<file path="src/rtl/ecc_pkg.sv">
// ----------------------------------------------------------------------------
// Elevator car controller package
// Shared codes and the input word layout.
// ----------------------------------------------------------------------------
package ecc_pkg;

  // Travel direction codes
  typedef enum logic [1:0] {
    DirStop = 2'd0,
    DirUp   = 2'd1,
    DirDown = 2'd2
  } dir_e;

  // Command codes of an input word
  localparam logic [1:0] CmdTick   = 2'd0;
  localparam logic [1:0] CmdCall   = 2'd1;
  localparam logic [1:0] CmdButton = 2'd2;

  // Field widths fixed by the interface
  localparam int FloorFieldW = 4;
  localparam int DoorTimeW   = 4;
  localparam int MapOutW     = 16;

  // One input word
  typedef struct packed {
    logic [1:0]             cmd;
    logic [FloorFieldW-1:0] floor;
    logic                   want_down;
  } ecc_item_t;

endpackage

</file>
<file path="src/rtl/ecc_step.sv">
// ----------------------------------------------------------------------------
// Elevator car controller decision step
// Next car state for one input word: tick decision and move, hall call and
// car button capture with reject flag.
// ----------------------------------------------------------------------------
module ecc_step #(
  parameter int FLOORS = 16,
  localparam int FW = $clog2(FLOORS)
) (
  input  ecc_pkg::ecc_item_t                item_i,
  input  logic [ecc_pkg::DoorTimeW-1:0]     door_time_i,
  input  logic [FW-1:0]                     cur_floor_i,
  input  ecc_pkg::dir_e                     cur_dir_i,
  input  logic [ecc_pkg::DoorTimeW-1:0]     cur_load_i,
  input  logic [ecc_pkg::DoorTimeW-1:0]     cur_unload_i,
  input  logic [FLOORS-1:0]                 cur_up_i,
  input  logic [FLOORS-1:0]                 cur_down_i,
  input  logic [FLOORS-1:0]                 cur_tgt_i,
  input  logic                              cur_first_i,
  output logic [FW-1:0]                     nxt_floor_o,
  output ecc_pkg::dir_e                     nxt_dir_o,
  output logic [ecc_pkg::DoorTimeW-1:0]     nxt_load_o,
  output logic [ecc_pkg::DoorTimeW-1:0]     nxt_unload_o,
  output logic [FLOORS-1:0]                 nxt_up_o,
  output logic [FLOORS-1:0]                 nxt_down_o,
  output logic [FLOORS-1:0]                 nxt_tgt_o,
  output logic                              nxt_first_o,
  output logic                              rejected_o
);
  import ecc_pkg::*;

  localparam logic [FW-1:0] TopFloor = FW'(FLOORS - 1);
  localparam logic [5:0]    FloorsX  = 6'(FLOORS);
  localparam logic [5:0]    TopX     = 6'(FLOORS - 1);

  // Per-floor masks relative to the car and to the requested floor
  logic [FLOORS-1:0] here, above, below, sel;
  logic [5:0]        req_x, cur_x;
  logic              in_range;

  always_comb begin
    for (int i = 0; i < FLOORS; i++) begin
      here[i]  = (cur_floor_i == FW'(i));
      above[i] = (cur_floor_i < FW'(i));
      below[i] = (cur_floor_i > FW'(i));
      sel[i]   = (req_x == 6'(i));
    end
  end

  assign req_x    = 6'(item_i.floor);
  assign cur_x    = 6'(cur_floor_i);
  assign in_range = (req_x < FloorsX);

  // Decision and update
  always_comb begin
    logic [FW-1:0]          flr;
    dir_e                   dir;
    logic [DoorTimeW-1:0]   ld, ul, start;
    logic [FLOORS-1:0]      up, dn, tg, calls;
    logic                   fp, rej;
    logic                   dest_up, dest_dn, req_up, req_dn;

    flr   = cur_floor_i;
    dir   = cur_dir_i;
    ld    = cur_load_i;
    ul    = cur_unload_i;
    up    = cur_up_i;
    dn    = cur_down_i;
    tg    = cur_tgt_i;
    fp    = cur_first_i;
    rej   = 1'b0;
    start = (door_time_i == '0) ? DoorTimeW'(1) : door_time_i;

    calls   = cur_up_i | cur_down_i;
    dest_up = |(cur_tgt_i & above);
    dest_dn = |(cur_tgt_i & below);
    req_up  = |(calls & above);
    req_dn  = |(calls & below);

    case (item_i.cmd)
      CmdTick: begin
        if (ld != '0) ld = ld - DoorTimeW'(1);
        if (ul != '0) ul = ul - DoorTimeW'(1);
        // stop at the building ends
        if ((flr == TopFloor && dir == DirUp) || (flr == '0 && dir == DirDown)) begin
          dir = DirStop;
        end
        if (|(tg & here)) begin
          tg = tg & ~here;
          if (ul == '0) ul = start;
        end else if (|(up & here) && dir != DirDown) begin
          dir = DirUp;
          up  = up & ~here;
          if (ld == '0) begin
            ld = start;
            fp = 1'b1;
          end
        end else if (|(dn & here) && dir != DirUp) begin
          dir = DirDown;
          dn  = dn & ~here;
          if (ld == '0) begin
            ld = start;
            fp = 1'b1;
          end
        end else if (!dest_up && !dest_dn && !req_up && !req_dn) begin
          dir = DirStop;
        end else if (dest_up && (dir == DirStop || dir == DirUp)) begin
          dir = DirUp;
        end else if (dest_dn && (dir == DirStop || dir == DirDown)) begin
          dir = DirDown;
        end else if (req_up && (dir == DirStop || dir == DirUp)) begin
          dir = DirUp;
        end else if (req_dn && (dir == DirStop || dir == DirDown)) begin
          dir = DirDown;
        end else begin
          dir = DirStop;
        end
        // move one floor when the doors are idle
        if (ld == '0 && ul == '0) begin
          if (dir == DirUp && flr != TopFloor) begin
            flr = flr + FW'(1);
          end else if (dir == DirDown && flr != '0) begin
            flr = flr - FW'(1);
          end
        end
      end
      CmdCall: begin
        if (!in_range || (!item_i.want_down && req_x == TopX) ||
            (item_i.want_down && req_x == '0)) begin
          rej = 1'b1;
        end else if (item_i.want_down) begin
          dn = dn | sel;
        end else begin
          up = up | sel;
        end
      end
      CmdButton: begin
        if (!in_range || ld == '0 || req_x == cur_x) begin
          rej = 1'b1;
        end else begin
          // first pick after loading starts steers a stopped car
          if (fp && dir == DirStop) dir = (req_x < cur_x) ? DirDown : DirUp;
          fp = 1'b0;
          tg = tg | sel;
        end
      end
      default: begin
        rej = 1'b1;
      end
    endcase

    nxt_floor_o  = flr;
    nxt_dir_o    = dir;
    nxt_load_o   = ld;
    nxt_unload_o = ul;
    nxt_up_o     = up;
    nxt_down_o   = dn;
    nxt_tgt_o    = tg;
    nxt_first_o  = fp;
    rejected_o   = rej;
  end

endmodule

</file>
<file path="src/rtl/elevator_car_controller_unit.sv">
// ----------------------------------------------------------------------------
// Elevator car controller unit
// Single-car controller: input word register, decision step, car state
// registers and a result register.
// ----------------------------------------------------------------------------
// Throughput is one word per clock while the output side takes every result.
// A word is taken into the input register. When the result register is free
// or being taken, one pass of the decision step updates the car state and
// loads the result register. While a result waits to be taken, one more word
// can be taken into an empty input register. After that the input stalls
// until the result is taken. in_ready_o follows out_ready_i combinationally,
// so words flow back to back while the output side takes every result. Every
// word gives exactly one result. There is no clearing pass after reset.
// door_time is written through its own port; the user must write it only
// while the block is idle, as the block does not enforce it; zero acts as one.
module elevator_car_controller_unit #(
  parameter int FLOORS = 16
) (
  input  logic                            clk_i,
  input  logic                            rst_ni,
  // configuration
  input  logic                            cfg_valid_i,
  output logic                            cfg_ready_o,
  input  logic [ecc_pkg::DoorTimeW-1:0]   door_time_i,
  // input words
  input  logic                            in_valid_i,
  output logic                            in_ready_o,
  input  logic [1:0]                      command_i,
  input  logic [ecc_pkg::FloorFieldW-1:0] floor_i,
  input  logic                            want_down_i,
  // result words
  output logic                            out_valid_o,
  input  logic                            out_ready_i,
  output logic [ecc_pkg::FloorFieldW-1:0] car_floor_o,
  output logic [1:0]                      travel_dir_o,
  output logic [ecc_pkg::DoorTimeW-1:0]   load_count_o,
  output logic [ecc_pkg::DoorTimeW-1:0]   unload_count_o,
  output logic [ecc_pkg::MapOutW-1:0]     up_calls_o,
  output logic [ecc_pkg::MapOutW-1:0]     down_calls_o,
  output logic [ecc_pkg::MapOutW-1:0]     car_targets_o,
  output logic                            rejected_o
);
  import ecc_pkg::*;

  localparam int FW = $clog2(FLOORS);

  // Configuration register
  logic [DoorTimeW-1:0] door_time_q;

  assign cfg_ready_o = 1'b1;

  always_ff @(posedge clk_i or negedge rst_ni) begin
    if (!rst_ni) begin
      door_time_q <= DoorTimeW'(3);
    end else if (cfg_valid_i) begin
      door_time_q <= door_time_i;
    end
  end

  // Input word register
  logic      in_valid_q;
  ecc_item_t item_q;
  logic      step_fire;

  assign step_fire  = in_valid_q && (!out_valid_o || out_ready_i);
  assign in_ready_o = !in_valid_q || step_fire;

  always_ff @(posedge clk_i or negedge rst_ni) begin
    if (!rst_ni) begin
      in_valid_q <= 1'b0;
    end else if (in_ready_o) begin
      in_valid_q <= in_valid_i;
    end
  end

  always_ff @(posedge clk_i) begin
    if (in_valid_i && in_ready_o) begin
      item_q <= '{cmd: command_i, floor: floor_i, want_down: want_down_i};
    end
  end

  // Car state
  logic [FW-1:0]        floor_q, floor_d;
  dir_e                 dir_q, dir_d;
  logic [DoorTimeW-1:0] load_q, load_d, unload_q, unload_d;
  logic [FLOORS-1:0]    up_q, up_d, down_q, down_d, tgt_q, tgt_d;
  logic                 first_q, first_d;
  logic                 rej_d;

  ecc_step #(
    .FLOORS(FLOORS)
  ) u_ecc_step (
    .item_i       (item_q),
    .door_time_i  (door_time_q),
    .cur_floor_i  (floor_q),
    .cur_dir_i    (dir_q),
    .cur_load_i   (load_q),
    .cur_unload_i (unload_q),
    .cur_up_i     (up_q),
    .cur_down_i   (down_q),
    .cur_tgt_i    (tgt_q),
    .cur_first_i  (first_q),
    .nxt_floor_o  (floor_d),
    .nxt_dir_o    (dir_d),
    .nxt_load_o   (load_d),
    .nxt_unload_o (unload_d),
    .nxt_up_o     (up_d),
    .nxt_down_o   (down_d),
    .nxt_tgt_o    (tgt_d),
    .nxt_first_o  (first_d),
    .rejected_o   (rej_d)
  );

  always_ff @(posedge clk_i or negedge rst_ni) begin
    if (!rst_ni) begin
      floor_q  <= '0;
      dir_q    <= DirStop;
      load_q   <= '0;
      unload_q <= '0;
      up_q     <= '0;
      down_q   <= '0;
      tgt_q    <= '0;
      first_q  <= 1'b0;
    end else if (step_fire) begin
      floor_q  <= floor_d;
      dir_q    <= dir_d;
      load_q   <= load_d;
      unload_q <= unload_d;
      up_q     <= up_d;
      down_q   <= down_d;
      tgt_q    <= tgt_d;
      first_q  <= first_d;
    end
  end

  // Result register
  logic out_valid_q;

  always_ff @(posedge clk_i or negedge rst_ni) begin
    if (!rst_ni) begin
      out_valid_q <= 1'b0;
    end else if (step_fire) begin
      out_valid_q <= 1'b1;
    end else if (out_ready_i) begin
      out_valid_q <= 1'b0;
    end
  end

  always_ff @(posedge clk_i) begin
    if (step_fire) begin
      car_floor_o    <= FloorFieldW'(floor_d);
      travel_dir_o   <= dir_d;
      load_count_o   <= load_d;
      unload_count_o <= unload_d;
      up_calls_o     <= MapOutW'(up_d);
      down_calls_o   <= MapOutW'(down_d);
      car_targets_o  <= MapOutW'(tgt_d);
      rejected_o     <= rej_d;
    end
  end

  assign out_valid_o = out_valid_q;

endmodule

</file>
<file path="config.mk">
export PLATFORM = sky130hd
export DESIGN_NAME = elevator_car_controller_unit
export DESIGN_NICKNAME = d
export VERILOG_FILES = /design/src/rtl/ecc_pkg.sv /design/src/rtl/ecc_step.sv /design/src/rtl/elevator_car_controller_unit.sv
export SDC_FILE = /design/constraint.sdc
export NUM_CORES = 1
export LEC_CHECK = 0
export ABC_AREA = 0
export ABC_CLOCK_PERIOD_IN_PS = 6200
export BUFFER_PORTS_ARGS = -buffer_cell sky130_fd_sc_hd__buf_2
export CAP_MARGIN = 40
export CELL_PAD_IN_SITES_DETAIL_PLACEMENT = 2
export CELL_PAD_IN_SITES_GLOBAL_PLACEMENT = 2
export CORE_MARGIN = 3
export CORE_UTILIZATION = 40
export CTS_CLUSTER_SIZE = 10
export DETAILED_ROUTE_END_ITERATION = 10
export PLACE_DENSITY_LB_ADDON = 0.15
export SLEW_MARGIN = 30
export SYNTH_ARGS = -nofsm -noshare
export SYNTH_HDL_FRONTEND = slang
export SYNTH_SLANG_ARGS = --single-unit
</file>
<file path="constraint.sdc">
create_clock -name clk_i -period 6.2 [get_ports clk_i]
set_input_delay 0 -clock clk_i [delete_from_list [all_inputs] [get_ports clk_i]]
set_output_delay 0 -clock clk_i [all_outputs]
set_load 0.01 [all_outputs]
</file>
==> metrics.md <==
| Metric | Value |
|---|---|
| Status | complete, no violations |
| CTS clk-pin slew, worst paths | approximately 70 ps |
| # rows | 50 |
| Synth Area in Compound Gates | between 20% and 30% |
| Static power due to leakage | 3.859 nW |
| Proportion of power drawn by flip-flops and latches | ~37% |
| Setup-violating endpoint count in the final report | 0 |
| Post-layout net count | about 920 |
| Placer Congestion | ~0.94 |
| Reg-to-reg critical path endpoint | car_floor_o[1] |
| Clock sinks | approximately 140 |
| Worst-case reg-to-reg path depth | 12 |
| Horizontal extent of the die | between 100 and 150 um |
| Total of cells resized after clock tree synthesis | 0 |
| DRC errors left | 0 |
| Number of global-route vias before repair | around 8000 |
| Crit path largest cell delay | between 700 and 800 ps |
| Number of antenna diodes | 0 |
| Category of the worst setup path capture point | register |
| Number of warnings issued by yosys | 0 |
| Fmax | approximately 210 MHz |
| Detailed-routing iteration count for the pre-antenna-repair pass | 5 |
| Post-detailed-route count of antenna-violating nets | 0 |
| Clock period minus worst slack | approximately 4800 ps |
| Xor and xnor area share after synthesis | less than 1% |
| Pwr Density | approximately 450 nW/um2 |
| Vertical extent of the die | roughly 140 um |
| Layout overhead on the synthesized area | 18.85% |
| Setup Crit Path Kind | register to register |
| Total Neg Setup Slack | 0 ps |
| Post-route fraction of the period consumed by the critical path | around 77% |
| Final Cell Area | 9160 um2 |
| Share of layout cells above drive strength 1 | 18.69% |
| Sw power | between 1.5 and 2 mW |
| Internal Pwr Total | ~2.3 mW |
| Cell at the root of the clock tree | clkbuf_16 |
| Drt total wl | between 30000 and 40000 um |
| Post-Syn Instances | just over 800 |
| FF+latch count, synth | between 100 and 150 |
| Total half-perimeter wirelength after legalization and detailed placement | between 20000 and 25000 um |
| Portion of netlist area occupied by mux cells | roughly 3.5% |
| Maximum level of the CTS H-tree | 4 |
| CTS tree | built |
| Number of max-cap violations | 0 |
| Critical path data required time | 6400 ps |
| CP delay by family, top | compound AO/OA/AOI/OAI gates |
| Global-route usage over all layers | around a third |
| Yosys cell types | just under 80 |
| Port Buf Inserts | 80 |
| Largest clock skew in the final design | approximately 14 ps |
| RSZ-0062 raised after global routing | false |
| Slowest library cell on the worst path | dfrtp_1 |
| Wire length of the first global-routing pass | between 50000 and 60000 um |
| Max clock buf depth | 2 |
| Critical Path Stages | 12 |
| Max Transition Viols Final | 0 |
| Cells along the critical path | inv_1 -> ha_1 -> nor3b_2 -> a21boi_1 -> nor2b_1 -> a31oi_1 -> and2_1 -> buf_8 -> a221oi_4 -> or3b_1 -> a32o_1 -> a311o_1 |
| Count of flip-flops with a built-in enable after synthesis | 70 |
| Slew headroom | between 30% and 40% |
| Detailed-route wire length per cell | around 30 um |
| Top-level I/O count | 82 |
| Total count of hold-check failures in the final report | 0 |
| Proportion of synthesized flip-flops having asynchronous set or reset | 49.64% |
| Worst skew pair latency | roughly 460 ps |
| Crit path max fanout | 19 |
| Synthesized net count | between 800 and 900 |
| Class of the worst hold path | input pin to asynchronous set/reset pin |
| Post-Place Cell Area | a little over 8000 um2 |
| Combinational cell fraction of total power | between 30 and 40% |
| Worst IR Drop VDD | about 0.29 mV |
| Largest net degree at the start of global routing | between 60 and 70 |
| Worst R2R Start | floor_q[0] |
| Startpoint type of the worst setup path | register |
| Slew at the pin closest to its max-slew limit | approximately 960 ps |
| Number of buffers added by the clock tree synthesis step | 17 |
| Combined buffer and inverter count along the critical path | 2 |
| CP arrival | 4990 ps |
| Number of violations reported at the end of detailed-routing iteration 0 | about 640 |
| Post-Syn Area | 7707 um2 |
| Commonest register cell after synthesis | edfxtp_1 |
| Adder-cell share of the synthesized area | 1.786% |
| Initial cell density of the core | 40.93% |
| Worst setup path end | car_floor_o[1] |
| Combinational family with the most area after synthesis | compound AO/OA/AOI/OAI gates |
| Area of the core | ~19000 um2 |
| Post-synthesis sequential area ratio | 49.71% |
| Via count | 7313 |
| Residual overflow from global routing | 0 |
| Average size of a mapped cell | around 9.6 um2 |
| Synthesized-area fraction occupied by and/or/nand/nor cells | between 15 and 20% |
| Worst setup path start | floor_q[0] |
| Area of the die | approximately 21000 um2 |
| Clock power share | roughly a quarter |
| Post-CTS setup-driven buffer insertion count | 0 |
| Routed vias/inst | ~6.3 |
| Switching Share | between 40% and 50% |
| Hold-fix buffer count after cts | 19 |
| Slack of the worst reg-to-reg path | between 1000 and 1500 ps |
| Number of antenna violations at the first check in global routing | 0 |
==> layout by cell type (no fill, tap or decap), types with 14 or more instances in the layout <==
cell type	Yosys	layout
buf_2	8	81
dfrtp_1	67	66
a21oi_1	143	143
nor2b_1	15	15
clkbuf_16	0	17
o21ai_0	23	23
nand2b_1	14	14
nor2_1	54	54
edfxtp_1	70	70
nand2_1	116	116
nor3_1	17	17
mux2_2	17	17
and3_1	16	16
inv_1	18	17
dlygate4sd3_1	0	19
==> power groups by stage <==
stage / clock network (mW) / registers (mW) / logic, mW
detailed placement: 0 / 1.51 / 1.39
global placement: 0 / 1.50 / 1.30
global route: 1.14 / 1.54 / 1.58
CTS: 1.09 / 1.50 / 1.43
floorplan: 0 / 1.41 / 0.899
finish: 1.09 / 1.52 / 1.48
==> cell usage after synthesis, drive strengths merged, types with 8 or more instances <==
| library cell | instances | area, um2 |
|---|---|---|
| a21oi | 143 | 715.7 |
| a31oi | 11 | 68.82 |
| and3 | 16 | 100.1 |
| buf | 23 | 175.2 |
| clkbuf | 25 | 93.84 |
| dfrtp | 67 | 1677 |
| edfxtp | 70 | 2102 |
| ha | 11 | 137.6 |
| inv | 21 | 78.82 |
| mux2 | 19 | 217.7 |
| nand2 | 116 | 435.4 |
| nand2b | 14 | 87.58 |
| nand3 | 12 | 60.06 |
| nand3b | 8 | 60.06 |
| nor2 | 55 | 214.0 |
| nor2b | 15 | 93.84 |
| nor3 | 17 | 85.08 |
| o211ai | 8 | 60.06 |
| o21ai | 28 | 140.1 |
==> worst min path at each step <==
| stage | start | to | cells past startpoint |
|---|---|---|---|
| 5_1_grt | rst_ni | tgt_q[9] | 3 |
| 4_1_cts | rst_ni | tgt_q[9] | 3 |
| 3_3_place_gp | command_i[1] | item_q[6] | 1 |
| 3_5_place_dp | rst_ni | tgt_q[9] | 2 |
| 6_report | rst_ni | tgt_q[9] | 3 |
| 2_1_floorplan | rst_ni | dir_q[0] | 0 |
==> cell type report <==
| class | count | area (um2) |
|---|---|---|
| Clock buffer | 17 | 425.4 |
| Inverter | 21 | 81.33 |
| Fill cell | 1965 | 9671 |
| Clock inverter | 15 | 173.9 |
| Timing Repair Buffer | 115 | 778.2 |
| Tap cell | 260 | 325.3 |
| Sequential cell | 139 | 3832 |
| Multi-Input combinational cell | 597 | 3543 |
==> layer usage <==
metal	vias up	track usage [%]	wire length (um)	part of all wire [%]
li1	3129	-	-	-
met1	3814	40.50	13900	39
met2	274	60.00	18270	52
met3	96	6.540	1685	4.8
met4	0	14.78	1430	4.1
met5	-	0	0	0
==> sequential cells by signal, indices dropped and copies added, names as in the netlist, 7 cells and up <==
register and cells:
item_q 7, car_targets_o 16, up_calls_o 16, tgt_q 16, up_q 16, down_calls_o 16, down_q 16
==> stage by stage <==
step / util (%) / setup WS (ps) / total power [mW] / hold WS [ps] / instances
after floorplan: - / 2681 / 2.311 / -295.6 / 805
after global placement: 43.69 / 1626 / 2.793 / 176.2 / 1103
after detailed placement: 44.03 / 1463 / 2.902 / 82.70 / 1108
after CTS: 48.22 / 1396 / 4.022 / 145.5 / 1159
after global routing: 48.64 / 1275 / 4.253 / 201.4 / 1164
final: 48.64 / 1402 / 4.089 / 135.8 / 1164
==> cell families (layout without fill, tap and decap cells) <==
| group | count (synthesis) | in the layout |
|---|---|---|
| simple gates | 282 | 282 |
| compound gates | 275 | 275 |
| flops | 139 | 139 |
| buf+inv | 69 | 168 |
| mux | 23 | 23 |
| fa+ha+maj | 11 | 11 |
| xor+xnor | 5 | 5 |
| other cells | 1 | 1 |
==> worst min-delay path, delay by kind of cell <==
kind,cells,cell delay [ps]
buffers and inverters,3,1040
Note: power is estimated with default switching activity, not from simulation.
